<file path="config.mk">
export PLATFORM = sky130hd
export DESIGN_NAME = svpwm_back
export DESIGN_NICKNAME = d
export VERILOG_FILES = /design/src/hdl/svpwm_pkg.sv /design/src/hdl/svpwm_back.sv
export SDC_FILE = /design/constraint.sdc
export NUM_CORES = 2
export LEC_CHECK = 0
export CAP_MARGIN = 20
export CORE_UTILIZATION = 48
export CTS_BUF_LIST = sky130_fd_sc_hd__clkbuf_4 sky130_fd_sc_hd__clkbuf_8 sky130_fd_sc_hd__clkbuf_16
export CTS_CLUSTER_DIAMETER = 150
export DETAILED_ROUTE_END_ITERATION = 12
export DONT_BUFFER_PORTS = 1
export PLACE_DENSITY = 0.65
export SYNTH_ARGS = -nofsm -noshare
export SYNTH_HDL_FRONTEND = slang
export SYNTH_SLANG_ARGS = --single-unit
export TNS_END_PERCENT = 10
</file>
<file path="constraint.sdc">
create_clock -name clk -period 6 [get_ports clk]
set_input_delay 0.3 -clock clk [delete_from_list [all_inputs] [get_ports clk]]
set_output_delay 0.3 -clock clk [all_outputs]
set_load 0.005 [all_outputs]
</file>
<file path="src/hdl/svpwm_pkg.sv">
`timescale 1ns / 1ps

package svpwm_pkg;

	// sqrt3/2 and sqrt3, both scaled by 2^16
	localparam int HALF_SQRT3_Q16 = 56756;
	localparam int SQRT3_Q16      = 113512;

	// Fraction of the period in Q.24, scaled pair width and phase time width
	localparam int FRAC_W   = 24;
	localparam int SCALED_W = 38;
	localparam int RATIO_W  = 25;
	localparam int TIME_W   = 26;

	// Configuration register map
	localparam int ADDR_W = 4;
	localparam logic [1:0] REG_PWM_TOP    = 2'd0;
	localparam logic [1:0] REG_MOD_PERIOD = 2'd1;
	localparam logic [1:0] REG_BUS_MIN    = 2'd2;

	localparam int PWM_TOP_RST    = 8000;
	localparam int MOD_PERIOD_RST = 8000;
	localparam int BUS_MIN_RST    = 2560;

	// Sector codes; the two zero-vector codes give neutral compares
	localparam logic [2:0] SEC_Z0 = 3'd0;
	localparam logic [2:0] SEC_1  = 3'd1;
	localparam logic [2:0] SEC_2  = 3'd2;
	localparam logic [2:0] SEC_3  = 3'd3;
	localparam logic [2:0] SEC_4  = 3'd4;
	localparam logic [2:0] SEC_5  = 3'd5;
	localparam logic [2:0] SEC_6  = 3'd6;
	localparam logic [2:0] SEC_Z7 = 3'd7;

	typedef struct packed {
		logic [2:0] sector;
		logic       bus_low;
	} svpwm_ctl_t;

	typedef struct packed {
		svpwm_ctl_t           ctl;
		logic                 over;
		logic [RATIO_W-1:0]   r1_lo;
		logic [RATIO_W-1:0]   r2_lo;
	} svpwm_ovr_t;

endpackage

</file>
<file path="src/hdl/svpwm_back.sv">
`timescale 1ns / 1ps

module svpwm_back #(
	parameter int COMPARE_WIDTH = 16
) (
	input  logic                              clk,
	input  logic                              arst_n,
	input  logic                              en,
	input  logic                              in_valid,
	input  logic [svpwm_pkg::RATIO_W-1:0]     q1,
	input  logic [svpwm_pkg::RATIO_W-1:0]     q2,
	input  svpwm_pkg::svpwm_ovr_t             side,
	input  logic [COMPARE_WIDTH-1:0]          pwm_top,
	input  logic [COMPARE_WIDTH-1:0]          modulation_period,
	output logic                              out_valid,
	output logic [COMPARE_WIDTH-1:0]          compare_u,
	output logic [COMPARE_WIDTH-1:0]          compare_v,
	output logic [COMPARE_WIDTH-1:0]          compare_w,
	output logic [2:0]                        sector_code,
	output logic                              bus_low
);

	localparam int RW = svpwm_pkg::RATIO_W;
	localparam int TW = svpwm_pkg::TIME_W;
	localparam int CW = COMPARE_WIDTH;
	localparam int PRW = TW + CW;
	localparam logic [TW-1:0] ONE_T = TW'(1) << svpwm_pkg::FRAC_W;
	localparam logic [PRW:0] HALF_LSB = (PRW + 1)'(1) << (TW - 1);

	// Stage 1: scaled or original active times
	logic [RW-1:0]         r1_s1, r2_s1;
	svpwm_pkg::svpwm_ctl_t ctl_s1;
	logic                  valid_s1;

	always_ff @(posedge clk or negedge arst_n) begin
		if (!arst_n) begin
			valid_s1 <= 1'b0;
		end else if (en) begin
			valid_s1 <= in_valid;
		end
	end

	always_ff @(posedge clk) begin
		if (en) begin
			r1_s1  <= side.over ? q1 : side.r1_lo;
			r2_s1  <= side.over ? q2 : side.r2_lo;
			ctl_s1 <= side.ctl;
		end
	end

	// Stage 2: centred phase times, mapped to phases by sector
	logic [TW-1:0] r1e, r2e, ta, tb, tc, tu, tv, tw;

	always_comb begin
		r1e = TW'(r1_s1);
		r2e = TW'(r2_s1);
		ta  = ONE_T - r1e - r2e;
		tb  = ONE_T + r1e - r2e;
		tc  = ONE_T + r1e + r2e;
		unique case (ctl_s1.sector)
			svpwm_pkg::SEC_1: begin tu = tb; tv = ta; tw = tc; end
			svpwm_pkg::SEC_2: begin tu = ta; tv = tc; tw = tb; end
			svpwm_pkg::SEC_3: begin tu = ta; tv = tb; tw = tc; end
			svpwm_pkg::SEC_4: begin tu = tc; tv = tb; tw = ta; end
			svpwm_pkg::SEC_5: begin tu = tc; tv = ta; tw = tb; end
			default:          begin tu = tb; tv = tc; tw = ta; end
		endcase
	end

	logic [TW-1:0]         tu_s2, tv_s2, tw_s2;
	svpwm_pkg::svpwm_ctl_t ctl_s2;
	logic                  valid_s2;

	always_ff @(posedge clk or negedge arst_n) begin
		if (!arst_n) begin
			valid_s2 <= 1'b0;
		end else if (en) begin
			valid_s2 <= valid_s1;
		end
	end

	always_ff @(posedge clk) begin
		if (en) begin
			tu_s2  <= tu;
			tv_s2  <= tv;
			tw_s2  <= tw;
			ctl_s2 <= ctl_s1;
		end
	end

	// Stage 3: times the modulation period
	logic [PRW-1:0]        pu_s3, pv_s3, pw_s3;
	svpwm_pkg::svpwm_ctl_t ctl_s3;
	logic                  valid_s3;

	always_ff @(posedge clk or negedge arst_n) begin
		if (!arst_n) begin
			valid_s3 <= 1'b0;
		end else if (en) begin
			valid_s3 <= valid_s2;
		end
	end

	always_ff @(posedge clk) begin
		if (en) begin
			pu_s3  <= PRW'(tu_s2) * PRW'(modulation_period);
			pv_s3  <= PRW'(tv_s2) * PRW'(modulation_period);
			pw_s3  <= PRW'(tw_s2) * PRW'(modulation_period);
			ctl_s3 <= ctl_s2;
		end
	end

	// Stage 4: round half up, clamp to top and invert; neutral compares for a low bus or zero vector
	function automatic logic [CW-1:0] to_compare(input logic [PRW-1:0] p,
			input logic [CW-1:0] top);
		logic [PRW:0]  rnd;
		logic [CW:0]   c;
		logic [CW-1:0] cl;
		rnd = (PRW + 1)'(p) + HALF_LSB;
		c   = rnd[PRW:TW];
		cl  = (c > {1'b0, top}) ? top : c[CW-1:0];
		return top - cl;
	endfunction

	logic [CW-1:0] neutral;
	logic          go_neutral;

	assign neutral    = pwm_top >> 1;
	assign go_neutral = ctl_s3.bus_low || (ctl_s3.sector == svpwm_pkg::SEC_Z0) ||
		(ctl_s3.sector == svpwm_pkg::SEC_Z7);

	logic [CW-1:0] cu_s4, cv_s4, cw_s4;
	logic [2:0]    sec_s4;
	logic          low_s4;
	logic          valid_s4;

	always_ff @(posedge clk or negedge arst_n) begin
		if (!arst_n) begin
			valid_s4 <= 1'b0;
		end else if (en) begin
			valid_s4 <= valid_s3;
		end
	end

	always_ff @(posedge clk) begin
		if (en) begin
			cu_s4  <= go_neutral ? neutral : to_compare(pu_s3, pwm_top);
			cv_s4  <= go_neutral ? neutral : to_compare(pv_s3, pwm_top);
			cw_s4  <= go_neutral ? neutral : to_compare(pw_s3, pwm_top);
			sec_s4 <= ctl_s3.sector;
			low_s4 <= ctl_s3.bus_low;
		end
	end

	assign out_valid   = valid_s4;
	assign compare_u   = cu_s4;
	assign compare_v   = cv_s4;
	assign compare_w   = cw_s4;
	assign sector_code = sec_s4;
	assign bus_low     = low_s4;

endmodule

</file>
==> results.toml <==
[outcome]
run_status = "complete, but fails checks"
violations = "negative setup slack"

[global_route]
grt_pass1_wl_um = 243000
antenna_found_initial = 7
grt_use_total = 0.261
grt_max_degree = 154
grt-ovfl-total = 0
grt_pass1_vias = 45829

[cells_and_area]
finalNetCount = 8123
fin_area_mm2 = 0.0639
drive_above_1_share = 0.119
syn_to_final_growth_pct = 13.9
final_common_cell = "inv_1"
final_core_util = 0.550
final_cell_mix = "1219 x inv_1, 977 x fa_1, 882 x nand2_1"
finalNonFillerCells = 7997
fill_cells = 10422

[clock_tree]
clock-sinks = 245
insertion_delay_ns = 0.58
cts_tree = "built"
clk_pin_slew_worst_paths_ns = 0.06
root_buffer = "clkbuf_16"
cts-buffers-inserted = 35
cts_buffer_depth = 3
htree_levels = 2

[timing]
fin_ws_ns = -0.330
min_period_ns = 6.33
grt_setup_unrepaired = "true"
fin_crit_sh = 1.06
finalHoldViolCount = 0
worst_slew_pin_slew_ns = 1.15
setup_viol = 27
clock_skew_ns = 0.0363
slew_violations = 0
slew-limit-headroom = 0.237
max_clock_freq_mhz = 158

[detailed_routing]
drt_iter0_drc = 2647
drc = 0
ant_nets = 0
viasPerCell = 5.39
wl_per_cell_um = 19.0
routed_wl_um = 152000
drt_pass1_iterations = 5
num_vias = 43093

[min_path]
min_path_type = "input pin to flip-flop"

[yosys]
synth_area_per_cell_um2 = 9.17
yosys_register_bits = 245
synth_nets = 7791
synthCells = 6115
ys_types = 96
synthArstFlopShare = 0.0163
yosysSeqAreaShare = 0.131
synth-main-ff-cell = "edfxtp_1"
yosysWarnings = 0
synth_edf_count = 241
syn_area_mm2 = 0.0561

[setup_path]
critPathBufInv = 5
worstPathRequired_ns = 6.32
arrival_ns = 6.65
cp-start-kind = "flip-flop"
crit_chain = "buf_4 -> and2_1 -> fa_1 -> inv_1 -> fa_1 -> fa_1 -> inv_1 -> fa_1 -> fa_1 -> inv_1 -> fa_1 -> inv_1 -> ha_1 -> o21ai_0 -> nor2_1 -> nor3_2 -> o311a_4 -> a211oi_4 -> nor2_4 -> o21ai_4 -> o31a_1 -> nor2_2 -> xnor2_1"
cpLargestDelayFamily = "adder cells"
max_stage_delay_ns = 0.54
worstPathMaxFanout = 5
slowest_stage = "fa_1"
cp_common_cell = "fa_1"
worstSetupPathType = "flip-flop to flip-flop"
end_kind = "flip-flop"

[floorplanning]
io_pins = 194
num_rows = 125
die_area_mm2 = 0.118
start_util = 0.483
core-area_mm2 = 0.116
die_h_um = 344
die_w_um = 344

[placed_design]
gp_congestion = 0.913
place_ws_ns = -0.627
io_buffers = 0
hpwlAfterDp_um = 117000
placed_cell_area_mm2 = 0.0602
dpl.cell_count = 7769

[run]
drv_cap = 0
-- synthesized netlist by cell type (28+ instances only) --
| master | count | area share |
|---|---|---|
| xnor2_1 | 141 | 0.022 |
| nand3_1 | 58 | 0.0052 |
| a21o_1 | 82 | 0.011 |
| nand4_1 | 29 | 0.0032 |
| nor2b_1 | 28 | 0.0031 |
| a21oi_1 | 168 | 0.015 |
| nand2_1 | 888 | 0.059 |
| fa_1 | 1005 | 0.36 |
| ha_1 | 530 | 0.12 |
| nor3_1 | 41 | 0.0037 |
| o22ai_1 | 31 | 0.0035 |
| mux2_2 | 54 | 0.011 |
| xor2_1 | 60 | 0.0094 |
| edfxtp_1 | 241 | 0.13 |
| o21ai_0 | 137 | 0.012 |
| clkbuf_1 | 260 | 0.017 |
| and2_1 | 497 | 0.055 |
| mux2i_1 | 47 | 0.0084 |
| inv_1 | 1230 | 0.082 |
| o21bai_1 | 31 | 0.0041 |
| nor2_1 | 178 | 0.012 |
-- area by class of cell --
class | instances | area (µm²) | share of cell area
timing repair buffer | 570 | 4870 | 0.0762
clock buffer | 44 | 978 | 0.0153
antenna | 1 | 2.50 | 0.0000392
tap | 1524 | 1910 | 0.0299
clock inverter | 18 | 279 | 0.00437
multi-input combinational | 4359 | 43800 | 0.687
inverter | 1236 | 4640 | 0.0727
sequential | 245 | 7340 | 0.115
-- flip-flops by register name, indices dropped and copies added (netlist names) --
signal,cells
valid_s1,1
ctl_s2,4
ctl_s3,4
pu_s3,17
tv_s2,25
compare_u,16
valid_s3,1
pv_s3,17
compare_w,16
compare_v,16
bus_low,1
r2_s1,25
tw_s2,26
ctl_s1,4
valid_s2,1
tu_s2,25
pw_s3,17
out_valid,1
r1_s1,25
sector_code,3
-- worst paths after layout --
kind | from | slack, ns | cells after the start | to
min reg2reg | ctl_s2[2] | 0.41 | 0 | ctl_s3[2]
min in group asynchronous | arst_n | 0.53 | 2 | valid_s2
max in group asynchronous | arst_n | 5.30 | 2 | valid_s3
max | tu_s2[12] | -0.33 | 23 | pu_s3[40]
max reg2reg | tu_s2[12] | -0.33 | 23 | pu_s3[40]
min | pwm_top[1] | 0.10 | 3 | compare_w[1]
-- tightest hold or removal path: cells and delay by family --
kind / cells / cell delay, ns
adders and majority gates: 1 / 0.16
and+or+nand+nor: 2 / 0.10
-- per-layer routing --
metal  track usage  share of wire  vias to the layer above
li1              -              -                    19744
met1         0.343           0.42                    21773
met2         0.447           0.49                     1330
met3        0.0401          0.068                      242
met4        0.0700          0.024                        4
met5             0        0.00019                        -
-- per-stage QoR --
step                setup TNS, ns  hold WS (ns)
global placement           -11.36       0.00449
detailed placement         -14.07       0.00448
CTS                         -6.15        0.0674
global route               -13.27        0.0953
floorplan                  -0.353       0.00441
finish                      -5.34         0.103
-- cell families after synthesis --
kind of cell,synth area share
and+or+nand+nor,0.155
adders and majority gates,0.477
buffers and inverters,0.102
AOI/OAI and AO/OA,0.0847
DFF,0.131
xor gates and xnor gates,0.0317
muxes,0.0192
-- repair_timing --
item                       CTS  global route
setup buffers               16            25
setup endpoints to repair   44            65
pin swaps                   36            64
hold buffers               125             0
gates resized for setup     84           123
hold endpoints to repair   252             0
Power is left out: the tool's default activity adds up to more than one toggle a clock period on the data nets, which glitch-free logic cannot reach.
