--- src/hdl/svpwm_pkg.sv ---
`timescale 1ns / 1ps

package svpwm_pkg;

	// sqrt3/2 and sqrt3, both scaled by 2^16
	localparam int HALF_SQRT3_Q16 = 56756;
	localparam int SQRT3_Q16      = 113512;

	// Fraction of the period in Q.24, scaled pair width and phase time width
	localparam int FRAC_W   = 24;
	localparam int SCALED_W = 38;
	localparam int RATIO_W  = 25;
	localparam int TIME_W   = 26;

	// Configuration register map
	localparam int ADDR_W = 4;
	localparam logic [1:0] REG_PWM_TOP    = 2'd0;
	localparam logic [1:0] REG_MOD_PERIOD = 2'd1;
	localparam logic [1:0] REG_BUS_MIN    = 2'd2;

	localparam int PWM_TOP_RST    = 8000;
	localparam int MOD_PERIOD_RST = 8000;
	localparam int BUS_MIN_RST    = 2560;

	// Sector codes; the two zero-vector codes give neutral compares
	localparam logic [2:0] SEC_Z0 = 3'd0;
	localparam logic [2:0] SEC_1  = 3'd1;
	localparam logic [2:0] SEC_2  = 3'd2;
	localparam logic [2:0] SEC_3  = 3'd3;
	localparam logic [2:0] SEC_4  = 3'd4;
	localparam logic [2:0] SEC_5  = 3'd5;
	localparam logic [2:0] SEC_6  = 3'd6;
	localparam logic [2:0] SEC_Z7 = 3'd7;

	typedef struct packed {
		logic [2:0] sector;
		logic       bus_low;
	} svpwm_ctl_t;

	typedef struct packed {
		svpwm_ctl_t           ctl;
		logic                 over;
		logic [RATIO_W-1:0]   r1_lo;
		logic [RATIO_W-1:0]   r2_lo;
	} svpwm_ovr_t;

endpackage

--- src/hdl/svpwm_front.sv ---
`timescale 1ns / 1ps

module svpwm_front #(
	parameter int VOLT_WIDTH = 16
) (
	input  logic                          clk,
	input  logic                          arst_n,
	input  logic                          en,
	input  logic                          in_valid,
	input  logic signed [VOLT_WIDTH-1:0]  v_alpha,
	input  logic signed [VOLT_WIDTH-1:0]  v_beta,
	input  logic [VOLT_WIDTH-1:0]         bus_voltage,
	input  logic [VOLT_WIDTH-1:0]         bus_minimum,
	output logic                          out_valid,
	output logic [VOLT_WIDTH+25:0]        num_1,
	output logic [VOLT_WIDTH+25:0]        num_2,
	output logic [VOLT_WIDTH-1:0]         vdc,
	output svpwm_pkg::svpwm_ctl_t         ctl
);

	localparam int PW = VOLT_WIDTH + 17;
	localparam int MW = VOLT_WIDTH + 16;
	localparam int ZW = VOLT_WIDTH + 18;
	localparam logic signed [PW-1:0] HALF_S = PW'(svpwm_pkg::HALF_SQRT3_Q16);
	localparam logic [16:0] SQ = 17'(svpwm_pkg::SQRT3_Q16);

	function automatic logic [MW-1:0] pos(input logic signed [PW-1:0] x);
		logic [MW-1:0] r;
		r = x[PW-1] ? '0 : x[MW-1:0];
		return r;
	endfunction

	// Stage 1: alpha times sqrt3/2, bus test
	logic signed [PW-1:0]         a_w;
	logic signed [PW-1:0]         pa_s1;
	logic signed [VOLT_WIDTH-1:0] b_s1;
	logic [VOLT_WIDTH-1:0]        vdc_s1;
	logic                         low_s1;
	logic                         valid_s1;

	assign a_w = PW'(v_alpha);

	always_ff @(posedge clk or negedge arst_n) begin
		if (!arst_n) begin
			valid_s1 <= 1'b0;
		end else if (en) begin
			valid_s1 <= in_valid;
		end
	end

	always_ff @(posedge clk) begin
		if (en) begin
			pa_s1  <= a_w * HALF_S;
			b_s1   <= v_beta;
			vdc_s1 <= bus_voltage;
			low_s1 <= (bus_voltage <= bus_minimum);
		end
	end

	// Stage 2: reference projections, sector and active-vector operands
	logic signed [PW-1:0] b_w, hb, vr2, vr3, bb;
	logic [2:0]           sec;
	logic [MW-1:0]        m1, m2;
	logic [MW-1:0]        m1_s2, m2_s2;
	logic [VOLT_WIDTH-1:0] vdc_s2;
	svpwm_pkg::svpwm_ctl_t ctl_s2;
	logic                 valid_s2;

	always_comb begin
		b_w = PW'(b_s1);
		hb  = b_w <<< 15;
		bb  = b_w <<< 16;
		vr2 = pa_s1 - hb;
		vr3 = -pa_s1 - hb;
		sec = {vr3 > 0, vr2 > 0, b_s1 > 0};
		unique case (sec)
			svpwm_pkg::SEC_1: begin m1 = pos(-vr2); m2 = pos(-vr3); end
			svpwm_pkg::SEC_2: begin m1 = pos(-vr3); m2 = pos(-bb);  end
			svpwm_pkg::SEC_3: begin m1 = pos(vr2);  m2 = pos(bb);   end
			svpwm_pkg::SEC_4: begin m1 = pos(-bb);  m2 = pos(-vr2); end
			svpwm_pkg::SEC_5: begin m1 = pos(bb);   m2 = pos(vr3);  end
			svpwm_pkg::SEC_6: begin m1 = pos(vr3);  m2 = pos(vr2);  end
			default: begin m1 = '0; m2 = '0; end
		endcase
	end

	always_ff @(posedge clk or negedge arst_n) begin
		if (!arst_n) begin
			valid_s2 <= 1'b0;
		end else if (en) begin
			valid_s2 <= valid_s1;
		end
	end

	always_ff @(posedge clk) begin
		if (en) begin
			m1_s2          <= m1;
			m2_s2          <= m2;
			vdc_s2         <= vdc_s1;
			ctl_s2.sector  <= low_s1 ? svpwm_pkg::SEC_Z0 : sec;
			ctl_s2.bus_low <= low_s1;
		end
	end

	// Stage 3: both halves of each operand times sqrt3
	logic [VOLT_WIDTH+16:0] ph1_s3, ph2_s3;
	logic [32:0]            pl1_s3, pl2_s3;
	logic [VOLT_WIDTH-1:0]  vdc_s3;
	svpwm_pkg::svpwm_ctl_t  ctl_s3;
	logic                   valid_s3;

	always_ff @(posedge clk or negedge arst_n) begin
		if (!arst_n) begin
			valid_s3 <= 1'b0;
		end else if (en) begin
			valid_s3 <= valid_s2;
		end
	end

	always_ff @(posedge clk) begin
		if (en) begin
			ph1_s3 <= m1_s2[MW-1:16] * SQ;
			ph2_s3 <= m2_s2[MW-1:16] * SQ;
			pl1_s3 <= m1_s2[15:0] * SQ;
			pl2_s3 <= m2_s2[15:0] * SQ;
			vdc_s3 <= vdc_s2;
			ctl_s3 <= ctl_s2;
		end
	end

	// Stage 4: merge the halves into the dividend
	logic [ZW-1:0]         z1, z2;
	logic [ZW+7:0]         num1_s4, num2_s4;
	logic [VOLT_WIDTH-1:0] vdc_s4;
	svpwm_pkg::svpwm_ctl_t ctl_s4;
	logic                  valid_s4;

	assign z1 = ZW'(ph1_s3) + ZW'(pl1_s3[32:16]);
	assign z2 = ZW'(ph2_s3) + ZW'(pl2_s3[32:16]);

	always_ff @(posedge clk or negedge arst_n) begin
		if (!arst_n) begin
			valid_s4 <= 1'b0;
		end else if (en) begin
			valid_s4 <= valid_s3;
		end
	end

	always_ff @(posedge clk) begin
		if (en) begin
			num1_s4 <= {z1, 8'b0};
			num2_s4 <= {z2, 8'b0};
			vdc_s4  <= vdc_s3;
			ctl_s4  <= ctl_s3;
		end
	end

	assign out_valid = valid_s4;
	assign num_1     = num1_s4;
	assign num_2     = num2_s4;
	assign vdc       = vdc_s4;
	assign ctl       = ctl_s4;

endmodule

--- config.mk ---
export PLATFORM = sky130hd
export DESIGN_NAME = svpwm_front
export DESIGN_NICKNAME = d
export VERILOG_FILES = /design/src/hdl/svpwm_pkg.sv /design/src/hdl/svpwm_front.sv
export SDC_FILE = /design/constraint.sdc
export NUM_CORES = 2
export LEC_CHECK = 0
export ABC_CLOCK_PERIOD_IN_PS = 12850
export BUFFER_PORTS_ARGS = -buffer_cell sky130_fd_sc_hd__buf_2
export CAP_MARGIN = 40
export CELL_PAD_IN_SITES_DETAIL_PLACEMENT = 1
export CELL_PAD_IN_SITES_GLOBAL_PLACEMENT = 1
export CORE_ASPECT_RATIO = 1.5
export CORE_UTILIZATION = 56
export DETAILED_ROUTE_END_ITERATION = 10
export GPL_TIMING_DRIVEN = 0
export PLACE_DENSITY_LB_ADDON = 0.15
export SLEW_MARGIN = 30
export SYNTH_ARGS = -nofsm -noshare
export SYNTH_HDL_FRONTEND = slang
export SYNTH_SLANG_ARGS = --single-unit
--- constraint.sdc ---
create_clock -name clk -period 12.85 [get_ports clk]
set_clock_uncertainty 0.15 [all_clocks]
set_input_delay 3.855 -clock clk [delete_from_list [all_inputs] [get_ports clk]]
set_output_delay 3.855 -clock clk [all_outputs]
set_load 0.005 [all_outputs]
==> impl_metrics.json <==
{
  "cts_resized": 0,
  "worstPathBufferInverterCount": 4,
  "via_per_inst": 5.89,
  "initial_core_util": 0.569,
  "slowest_stage": "fa_1",
  "core_area_sq_um": 75300,
  "timing.setup.tns_ps": 0,
  "setup_slack_ps": 2860,
  "yosysTopAreaCellShare": 0.243,
  "cts_hold_buf": 0,
  "cp_max_fo": 17,
  "grt_max_degree": 99,
  "postCtsSetupBuffers": 0,
  "drt-initial-drc-count": 1477,
  "max_freq_mhz": 100,
  "dp_slack_ps": 2170,
  "worst-setup-path-type": "input pin to register",
  "dp_hpwl_microns": 109000,
  "path_cells": "buf_2 > ha_1 > inv_1 > fa_1 > fa_1 > fa_1 > fa_1 > inv_1 > fa_1 > inv_1 > ha_1 > a21o_1 > a21o_1 > a21o_1 > a21o_1 > or3_1 > o311a_1 > or4_1 > a31o_2 > a21oi_1 > xnor2_1",
  "gp_congestion": 1.02,
  "syn_area_per_cell_sq_um": 10.4,
  "rsz0062_at_grt": "no",
  "grt_pass1_wl_microns": 201000,
  "synth_async_sr_flop_share": 0.0114,
  "cts-htree-levels": 2,
  "clk_pin_slew_ps": 70,
  "clockBufferDepth": 3,
  "layout_min_cycle_time_ps": 9990,
  "area_growth_pct": 8.26,
  "vias": 31541,
  "cp.required_ps": 13050,
  "numClockSinks": 350,
  "wl_per_cell_microns": 24.4,
  "synth_edf_count": 346,
  "critPathArrivalTime_ps": 10190,
  "grt_pass1_vias": 36401,
  "rows": 123,
  "synth_area_leaders": "edfxtp_1 24%, fa_1 23%, ha_1 19%",
  "ctsRootBufferMaster": "clkbuf_16",
  "synth_ff_type": "edfxtp_1",
  "end_kind": "register",
  "synth.most_common_cell": "inv_1",
  "clk_latency_ps": 610,
  "crit_family": "adder cells",
  "antenna_found_initial": 1,
  "cts_tree": "built",
  "drive_gt1_frac": 0.0794,
  "slew-limit-headroom": 0.375,
  "hold_viol": 0,
  "routed_wl_microns": 131000,
  "syn_inst": 4099,
  "final_util": 0.616,
  "die_w_microns": 228,
  "synth_seq_cells": 350,
  "drc_errors": 0,
  "synth_top_cells_by_count": "845 x inv_1, 641 x ha_1, 486 x fa_1",
  "synth_seq_area_share": 0.245,
  "synth-warning-count": 0,
  "crit_path_start_kind": "input pin",
  "ios": 173,
  "crit_top_cell": "fa_1",
  "ant_nets": 0,
  "cts_buffers": 38,
  "yosys.area.top_type": "edfxtp_1",
  "dr.pass1.iters": 5,
  "fin_crit_sh": 0.778,
  "die_h_microns": 341,
  "maxSlewViolCount": 0,
  "die_area_sq_um": 77600,
  "hold_path_class": "register to register",
  "setup_viol": 0,
  "nets": 5520,
  "syn_area_sq_um": 42800,
  "cpPeakStageDelay_ps": 510,
  "grt.overflow.total": 0,
  "grt.total_usage": 0.340,
  "status": "completed",
  "tightest_slew_ps": 925,
  "place.port_buffers": 156,
  "yosysUniqueCellTypes": 113,
  "maxCapViolations": 0
}
==> layer usage <==
metal  GRT usage  wire (microns)  vias up
li1            -               -    14328
met1       0.326           43900    15941
met2       0.663           72100      846
met3      0.0464            4780      426
met4       0.233            9800        0
met5           0               0        -
==> worst paths after layout <==
kind	from	endpoint	slack, ps	depth (start not counted)
worst max-delay path	v_alpha[15]	pa_s1[31]	2860	21
min in group asynchronous	arst_n	valid_s3	2900	1
worst min register to register	vdc_s3[2]	vdc[2]	260	0
worst min-delay path	vdc_s3[2]	vdc[2]	260	0
max in group asynchronous	arst_n	valid_s1	9530	1
worst max register to register	b_s1[2]	m2_s2[25]	4150	23
==> registers in the layout (all words and copies together), names as in the netlist, 17 cells and up <==
name    cells
m2_s2      30
num_1      34
ph1_s3     30
num_2      34
ph2_s3     30
pl2_s3     17
pa_s1      31
pl1_s3     17
m1_s2      30
==> stage by stage <==
step	hold slack [ps]	instance area [sq um]	cells
after global routing	270	46300	5356
after CTS	265	46300	5349
after floorplan	250	42900	4114
after detailed placement	255	45100	5279
final	264	46300	5356
after global placement	251	44900	5270
==> worst register-to-register path: cells and delay by family (launching register included) <==
family,cells,cell delay [ps]
AND/OR/NAND/NOR,11,4110
buffers and inverters,5,1560
flip-flops,1,510
AO/OA/AOI/OAI,4,1280
adder cells (fa/ha/maj),3,860
==> kinds of logic (layout without fill, tap and decap cells) <==
| logic type | count (synthesis) | count (layout) | synth area share |
|---|---|---|---|
| adder cells (fa/ha/maj) | 1128 | 1128 | 0.415 |
| buffers and inverters | 913 | 1154 | 0.0824 |
| other | 1 | 17 | 0.0000876 |
| flip-flops | 350 | 350 | 0.245 |
| AO/OA/AOI/OAI | 667 | 667 | 0.107 |
| AND/OR/NAND/NOR | 769 | 769 | 0.0938 |
| multiplexers | 6 | 6 | 0.00152 |
| XOR/XNOR | 265 | 265 | 0.0548 |
==> layout by cell type (no fill, tap or decap), drive strengths merged, types with 13 or more instances in the layout <==
| master | instances |
|---|---|
| a22oi | 16 |
| xor2 | 66 |
| ha | 641 |
| nand2b | 42 |
| a221oi | 16 |
| nor3 | 72 |
| conb | 16 |
| nand4 | 27 |
| nor4 | 19 |
| and3 | 37 |
| and2 | 16 |
| edfxtp | 346 |
| nand2 | 155 |
| nor2 | 182 |
| fa | 486 |
| o21a | 37 |
| clkinv | 18 |
| a31oi | 13 |
| a21oi | 174 |
| or3 | 30 |
| o21bai | 26 |
| o21ai | 116 |
| a221o | 13 |
| a211oi | 24 |
| clkbuf | 79 |
| inv | 851 |
| buf | 202 |
| nor2b | 30 |
| o211ai | 27 |
| or2 | 22 |
| xnor2 | 199 |
| a21o | 56 |
| o22ai | 18 |
| nand3 | 86 |
==> final cells by class <==
| type | instances | area [sq um] |
|---|---|---|
| Fill cell | 8160 | 28900 |
| Multi-Input combinational cell | 2851 | 28900 |
| Sequential cell | 350 | 10500 |
| Inverter | 846 | 3180 |
| Tap cell | 1000 | 1250 |
| Clock buffer | 45 | 1010 |
| Timing Repair Buffer | 171 | 992 |
| Buffer | 67 | 349 |
| Clock inverter | 25 | 178 |
| Antenna cell | 1 | 2.50 |
Power is not shown: default switching activity piles up to over one toggle a cycle in this logic, so the estimate is an artifact.
