### src/hdl/svpwm_pkg.sv
`timescale 1ns / 1ps

package svpwm_pkg;

	// sqrt3/2 and sqrt3, both scaled by 2^16
	localparam int HALF_SQRT3_Q16 = 56756;
	localparam int SQRT3_Q16      = 113512;

	// Fraction of the period in Q.24, scaled pair width and phase time width
	localparam int FRAC_W   = 24;
	localparam int SCALED_W = 38;
	localparam int RATIO_W  = 25;
	localparam int TIME_W   = 26;

	// Configuration register map
	localparam int ADDR_W = 4;
	localparam logic [1:0] REG_PWM_TOP    = 2'd0;
	localparam logic [1:0] REG_MOD_PERIOD = 2'd1;
	localparam logic [1:0] REG_BUS_MIN    = 2'd2;

	localparam int PWM_TOP_RST    = 8000;
	localparam int MOD_PERIOD_RST = 8000;
	localparam int BUS_MIN_RST    = 2560;

	// Sector codes; the two zero-vector codes give neutral compares
	localparam logic [2:0] SEC_Z0 = 3'd0;
	localparam logic [2:0] SEC_1  = 3'd1;
	localparam logic [2:0] SEC_2  = 3'd2;
	localparam logic [2:0] SEC_3  = 3'd3;
	localparam logic [2:0] SEC_4  = 3'd4;
	localparam logic [2:0] SEC_5  = 3'd5;
	localparam logic [2:0] SEC_6  = 3'd6;
	localparam logic [2:0] SEC_Z7 = 3'd7;

	typedef struct packed {
		logic [2:0] sector;
		logic       bus_low;
	} svpwm_ctl_t;

	typedef struct packed {
		svpwm_ctl_t           ctl;
		logic                 over;
		logic [RATIO_W-1:0]   r1_lo;
		logic [RATIO_W-1:0]   r2_lo;
	} svpwm_ovr_t;

endpackage

### src/hdl/svpwm_ovr.sv
`timescale 1ns / 1ps

module svpwm_ovr #(
	parameter int RAW_W = 42
) (
	input  logic                                 clk,
	input  logic                                 arst_n,
	input  logic                                 en,
	input  logic                                 in_valid,
	input  logic [RAW_W-1:0]                     r1,
	input  logic [RAW_W-1:0]                     r2,
	input  svpwm_pkg::svpwm_ctl_t                ctl,
	output logic                                 out_valid,
	output logic [svpwm_pkg::SCALED_W-1:0]       s1,
	output logic [svpwm_pkg::SCALED_W-1:0]       s2,
	output logic [svpwm_pkg::SCALED_W-1:0]       ssum,
	output svpwm_pkg::svpwm_ovr_t                side
);

	localparam int SW = svpwm_pkg::SCALED_W;
	// Number of right shifts worth trying; the largest one always fits
	localparam int KN = (RAW_W > SW - 1) ? RAW_W - SW + 2 : 1;
	localparam logic [RAW_W:0] ONE_Q24 = (RAW_W + 1)'(1) << svpwm_pkg::FRAC_W;

	// Stage 1: pair sums for every shift amount, overrun test
	logic [RAW_W:0]    cand [KN];
	logic [KN-1:0]     fit;

	always_comb begin
		for (int k = 0; k < KN; k++) begin
			cand[k] = (RAW_W + 1)'(r1 >> k) + (RAW_W + 1)'(r2 >> k);
			fit[k]  = ((cand[k] >> SW) == '0);
		end
	end

	logic [RAW_W-1:0]      r1_s1, r2_s1;
	logic [SW-1:0]         cand_s1 [KN];
	logic [KN-1:0]         fit_s1;
	logic                  over_s1;
	svpwm_pkg::svpwm_ctl_t ctl_s1;
	logic                  valid_s1;

	always_ff @(posedge clk or negedge arst_n) begin
		if (!arst_n) begin
			valid_s1 <= 1'b0;
		end else if (en) begin
			valid_s1 <= in_valid;
		end
	end

	always_ff @(posedge clk) begin
		if (en) begin
			r1_s1   <= r1;
			r2_s1   <= r2;
			fit_s1  <= fit;
			over_s1 <= (cand[0] > ONE_Q24);
			ctl_s1  <= ctl;
			for (int k = 0; k < KN; k++) begin
				cand_s1[k] <= cand[k][SW-1:0];
			end
		end
	end

	// Stage 2: the smallest shift that brings the sum below 2^38
	logic [SW-1:0] sh1, sh2, shs;

	always_comb begin
		sh1 = SW'(r1_s1 >> (KN - 1));
		sh2 = SW'(r2_s1 >> (KN - 1));
		shs = cand_s1[KN-1];
		for (int k = KN - 1; k >= 0; k--) begin
			if (fit_s1[k]) begin
				sh1 = SW'(r1_s1 >> k);
				sh2 = SW'(r2_s1 >> k);
				shs = cand_s1[k];
			end
		end
	end

	logic [SW-1:0]         s1_s2, s2_s2, sum_s2;
	svpwm_pkg::svpwm_ovr_t side_s2;
	logic                  valid_s2;

	always_ff @(posedge clk or negedge arst_n) begin
		if (!arst_n) begin
			valid_s2 <= 1'b0;
		end else if (en) begin
			valid_s2 <= valid_s1;
		end
	end

	always_ff @(posedge clk) begin
		if (en) begin
			s1_s2         <= sh1;
			s2_s2         <= sh2;
			sum_s2        <= shs;
			side_s2.ctl   <= ctl_s1;
			side_s2.over  <= over_s1;
			side_s2.r1_lo <= r1_s1[svpwm_pkg::RATIO_W-1:0];
			side_s2.r2_lo <= r2_s1[svpwm_pkg::RATIO_W-1:0];
		end
	end

	assign out_valid = valid_s2;
	assign s1        = s1_s2;
	assign s2        = s2_s2;
	assign ssum      = sum_s2;
	assign side      = side_s2;

endmodule

### config.mk
export PLATFORM = sky130hd
export DESIGN_NAME = svpwm_ovr
export DESIGN_NICKNAME = d
export VERILOG_FILES = /design/src/hdl/svpwm_pkg.sv /design/src/hdl/svpwm_ovr.sv
export SDC_FILE = /design/constraint.sdc
export NUM_CORES = 1
export LEC_CHECK = 0
export ABC_AREA = 1
export BUFFER_PORTS_ARGS = -buffer_cell sky130_fd_sc_hd__buf_4
export CAP_MARGIN = 20
export CELL_PAD_IN_SITES_DETAIL_PLACEMENT = 1
export CELL_PAD_IN_SITES_GLOBAL_PLACEMENT = 1
export CORE_ASPECT_RATIO = 1.75
export CORE_MARGIN = 2
export CORE_UTILIZATION = 30
export CTS_BUF_LIST = sky130_fd_sc_hd__clkbuf_8
export DETAILED_ROUTE_END_ITERATION = 8
export PLACE_DENSITY_LB_ADDON = 0.1
export SLEW_MARGIN = 40
export SYNTH_ARGS = -nofsm -noshare
export SYNTH_HDL_FRONTEND = slang
export SYNTH_SLANG_ARGS = --single-unit
export TNS_END_PERCENT = 50
### constraint.sdc
create_clock -name clk -period 5.2 [get_ports clk]
set_clock_uncertainty 0.15 [all_clocks]
set_input_delay 1.3 -clock clk [delete_from_list [all_inputs] [get_ports clk]]
set_output_delay 1.3 -clock clk [all_outputs]
set_load 0.02 [all_outputs]
==> impl_metrics.ini, run 1 <==
[run_status]
outcome = finished, final reports clean

[critical_path]
critPathKind = input pin to flip-flop
crit_path_end_kind = flip-flop
worstPathRequired_ns = 5.60
cp.arrival_ns = 4.84
cp_max_fo = 6
cp-start-kind = input pin

[floorplan]
ios = 262
fp.dieH_um = 404
core-area_mm2 = 0.0904
rows = 146
initial_utilization_pct = 30.3
dieArea_mm2 = 0.0938
chipWidth_um = 232

[detailed_routing]
routed-via-count = 23418
drc = 0
routed_wl_mm = 125
drtIter0Drc = 1382
drtPass1Iterations = 5
postRouteAntennaNets = 0
vias_per_cell = 5.15
wl_per_cell_um = 27.5

[clock_tree]
cts_hold_buf = 0
clock_latency_ns = 0.81
clockBufferDepth = 3
htree_levels = 3
clock-root-buffer = clkbuf_8
cts_num_sinks = 493
post_cts_buffers = 0
clk_pin_slew_ns = 0.07
cts_resized = 0
cts_tree = done
cts_buffers = 84

[timing]
setup_viol = 0
timing.final.max_slew_violations = 0
min_period_ns = 4.43
final.period_utilization_pct = 85.3
tightest_slew_ns = 1.05
max_freq_mhz = 226
slew_headroom_pct = 30.1
hold_viol = 0
rsz0062_at_grt = false
holdWs_ns = 0.162

[logic_synthesis]
synth.top_cells.by_area = edfxtp_1 54%, nand2_1 11%, xor2_1 5.7%
syn_inst = 2966
syn_area_mm2 = 0.0274
synth_top_area_share_pct = 53.8
synth_edf_count = 491
synth_warnings = 0
yosys-top-cells-count = 812 x nand2_1, 491 x edfxtp_1, 286 x o21ai_0
syn_avg_cell_area_um2 = 9.23
synth.net_count = 3106
synth-seq-cells = 493
async_flop_share_pct = 0.406
yosysMostFrequentCell = nand2_1
synth-main-ff-cell = edfxtp_1
yosys.area.top_type = edfxtp_1
ys_types = 40
seq_area_frac_synth_pct = 54.0

[global_routing]
grt_start_max_net_pins = 173
antenna_found_initial = 3
grt_usage_pct = 26.5
grt_pass1_vias = 24682
grt-ovfl-total = 0
grt_first_pass_wirelength_mm = 176

[finish]
layout.nets = 3434
utilization_pct = 36.4
syn_to_final_growth_pct = 20.3
fillers = 10423
drive_gt1_share_pct = 18.4

[run]
maxCapViolCount = 0

[place]
dpl.hpwl_mm = 96.5
io_buffers = 261
gp_congestion = 0.951

[pwr]
powerDensity_mw_per_mm2 = 365
ir_drop_mv = 0.187
cellLeakagePower_nw = 13.7

[hold_path]
hold_class = input pin to async pin
[cell usage in the layout, fill, tap and decap left out, types with 31 or more instances in the layout]
cell and n:
buf_4 377, nand2_2 42, o211ai_1 116, ha_1 43, edfxtp_1 491, nor2_1 75
a21oi_1 127, o21ai_0 279, xor2_1 178, clkbuf_8 85, nand2_1 812, clkinv_1 31
nand3_1 267, inv_1 247
[where the power goes]
group / total (mW) / internal, mW / switching [mW]
sequential: 5.30 / 5.05 / 0.252
clock: 3.49 / 1.69 / 1.79
combinational: 3.22 / 0.977 / 2.25
[through the flow]
stage	instances	TNS, ns	setup WS [ns]	area, um^2	power, mW
floorplan	2966	0	1.55	27400	6.97
global placement	4389	-0.0908	-0.0908	31300	8.59
detailed placement	4391	-0.0988	-0.0988	31400	8.62
CTS	4541	0	0.766	32900	12.2
global route	4543	0	0.657	32900	12.5
finish	4545	0	0.766	33000	12.0
[layer usage]
layer | global-route usage (%) | share of wire (%) | vias up
met5 | 0 | 0 | -
met4 | 17.2 | 7.2 | 0
met3 | 2.76 | 3.5 | 260
met2 | 48.1 | 52 | 663
met1 | 29.1 | 37 | 11728
li1 | - | - | 10767
[layout make-up]
type	count	area (um^2)	share of cell area [%]
Antenna cell	3	7.51	0.0228
Timing Repair Buffer	394	3170	9.63
Clock buffer	85	1170	3.55
Tap cell	1184	1480	4.50
Inverter	261	1000	3.04
Multi-Input combinational cell	2060	10900	33.2
Clock inverter	65	395	1.20
Sequential cell	493	14800	44.9
[worst paths after layout]
check | from | endpoint | slack (ns) | cells past startpoint
max in group asynchronous | arst_n | valid_s1 | 4.65 | 1
min reg2reg | ctl_s1[2] | side[53] | 0.27 | 0
min in group clk | ctl_s1[2] | side[53] | 0.27 | 0
max reg2reg | fit_s1[4] | ssum[34] | 2.00 | 8
min | arst_n | out_valid | 0.16 | 1
max | r1[4] | over_s1 | 0.77 | 17
[kinds of logic after synthesis]
logic type	count (synthesis)	share of synthesized area, %
DFF	493	54.0
xor gates and xnor gates	190	6.08
adders and majority gates	48	2.33
AOI/OAI and AO/OA	552	11.2
buffers and inverters	413	6.08
and+or+nand+nor	1270	20.2
[registers in the layout, indices dropped and copies added (netlist names), 5 cells and up]
name	flops
s1	38
r1_s1	42
cand_s1	228
fit_s1	5
r2_s1	42
ssum	38
side	55
s2	38
[critical path, cell delays in order]
cell     delay (ns)
buf_4          0.12
ha_1           0.26
inv_1          0.33
fa_1           0.40
inv_2          0.11
nor2_1         0.25
nand2_1        0.23
nand2_1        0.15
nand3_1        0.28
nand2_1        0.20
nand3_1        0.09
nand2_1        0.25
nand2_1        0.08
nor2_1         0.43
nand3_1        0.14
nor2_1         0.14
nand3_2        0.07
(Power assumes the default switching activity.)
==> run 2, diff against run 1 <==
--- a/config.mk
+++ b/config.mk
@@ -15,7 +15,7 @@
 export CORE_UTILIZATION = 30
 export CTS_BUF_LIST = sky130_fd_sc_hd__clkbuf_8
 export DETAILED_ROUTE_END_ITERATION = 8
-export PLACE_DENSITY_LB_ADDON = 0.1
+export PLACE_DENSITY = 0.55
 export SLEW_MARGIN = 40
 export SYNTH_ARGS = -nofsm -noshare
 export SYNTH_HDL_FRONTEND = slang
==> impl_metrics.ini, run 2 (synthesis results as in run 1) <==
[run_status]
outcome = finished, final reports clean

[detailed_routing]
wl_per_cell_um = 27.6
postRouteAntennaNets = 0
routed-via-count = 23263
drtIter0Drc = 1455
drtPass1Iterations = 5
routed_wl_mm = 126
vias_per_cell = 5.12
drc = 0

[critical_path]
path_delay_family = simple AND/OR/NAND/NOR gates
cp.arrival_ns = 5.00
cpMaxStageDelayCell = ha_1
cp-start-kind = input pin
crit_top_cell = nand2_1
worst_path_largest_cell_delay_ns = 0.61
crit_chain = buf_4 > ha_1 > inv_1 > fa_1 > nand2_1 > nand2_1 > nand2_1 > buf_4 > nand2_1 > nand3_1 > nand2_1 > nand2_1 > nand2_1 > nor2_1 > nand3_1 > nand2_1 > nand3_2
reg2reg_setup_slack_ns = 2.24
crit_path_end_kind = flip-flop
crit_buf_inv = 3
critPathKind = input pin to flip-flop
cp_max_fo = 6
worstPathRequired_ns = 5.55

[floorplan]
core-area_mm2 = 0.0904
dieArea_mm2 = 0.0938
fp.dieH_um = 404
rows = 146
initial_utilization_pct = 30.3
ios = 262
chipWidth_um = 232

[finish]
regMostFlops = cand_s1
utilization_pct = 36.6
final_common_cell = nand2_1
layout.cells.non_filler = 4544
largest_register_ffs = 228
syn_to_final_growth_pct = 20.7
layout.nets = 3429
final_cell_mix = 812 x nand2_1, 491 x edfxtp_1, 374 x buf_4, 280 x o21ai_0, 267 x nand3_1
drive_gt1_share_pct = 18.6
fillers = 10439

[timing]
final.period_utilization_pct = 89.4
tns_ns = 0
max_freq_mhz = 215
tightest_slew_ns = 0.932
timing.final.max_slew_violations = 0
min_period_ns = 4.65
hold_viol = 0
setup_viol = 0
layout_setup_ws_ns = 0.552
slew_headroom_pct = 37.2
rsz0062_at_grt = false

[place]
place_ws_ns = -0.130
io_buffers = 261
dpl.hpwl_mm = 96.8
dp_cells = 4389
gp_congestion = 0.972

[clock_tree]
cts_buffers = 82
clockBufferDepth = 3
clock_latency_ns = 0.77
cts_hold_buf = 0
cts_tree = done
htree_levels = 3
clk_pin_slew_ns = 0.06
post_cts_buffers = 0
cts_num_sinks = 493
clock-root-buffer = clkbuf_8
cts_resized = 0

[run]
maxCapViolCount = 0

[global_routing]
antenna_found_initial = 3
grt_pass1_vias = 24584
grt_start_max_net_pins = 173
grt-ovfl-total = 0
grt_first_pass_wirelength_mm = 178
grt_usage_pct = 26.7

[pwr]
ir_drop_mv = 0.178
internal_power_mw = 7.95
powerDensity_mw_per_mm2 = 372
p_clk_share_pct = 30.6
cellLeakagePower_nw = 13.7
p_comb_share_pct = 26.4
swShare_pct = 35.3
p_sw_mw = 4.33
power.share.sequential_pct = 43.1
p_total_mw = 12.3

[hold_path]
hold_class = input pin to async pin
[run 2: worst paths after layout]
check | endpoint | startpoint | cells past startpoint
setup / recovery | over_s1 | r2[1] | 17
hold / removal | out_valid | arst_n | 1
setup reg to reg | ssum[16] | fit_s1[3] | 6
hold reg to reg | side[51] | ctl_s1[0] | 0
max in group asynchronous | valid_s1 | arst_n | 1
min in group clk | side[51] | ctl_s1[0] | 0
[run 2: metal layers]
metal  track usage [%]  routed length, um
met2              48.6              65500
met3              2.84               4400
met4              18.2               9360
met1              28.9              46300
met5                 0                  0
[run 2: power groups by stage]
stage | Sequential [mW] | Combinational [mW] | Clock, mW
3_5_place_dp | 5.38 | 3.25 | 0
3_3_place_gp | 5.36 | 3.23 | 0
4_1_cts | 5.30 | 3.27 | 3.87
6_report | 5.30 | 3.24 | 3.75
5_1_grt | 5.34 | 3.49 | 4.00
2_1_floorplan | 5.45 | 1.52 | 0
[run 2: cell type report]
class / instances / area [um^2] / area share [%]
Antenna cell: 2 / 5.00 / 0.0151
Tap cell: 1184 / 1480 / 4.48
Inverter: 261 / 1010 / 3.04
Sequential cell: 493 / 14800 / 44.7
Clock buffer: 84 / 1160 / 3.50
Clock inverter: 69 / 552 / 1.67
Timing Repair Buffer: 391 / 3140 / 9.50
Multi-Input combinational cell: 2060 / 10900 / 33.0
[run 2: through the flow]
step / hold WS, ns / instance area [um^2]
finish: 0.160 / 33100
global route: 0.124 / 33100
CTS: 0.0788 / 33100
detailed placement: 0.259 / 31300
global placement: 0.261 / 31300
floorplan: 0.250 / 27400
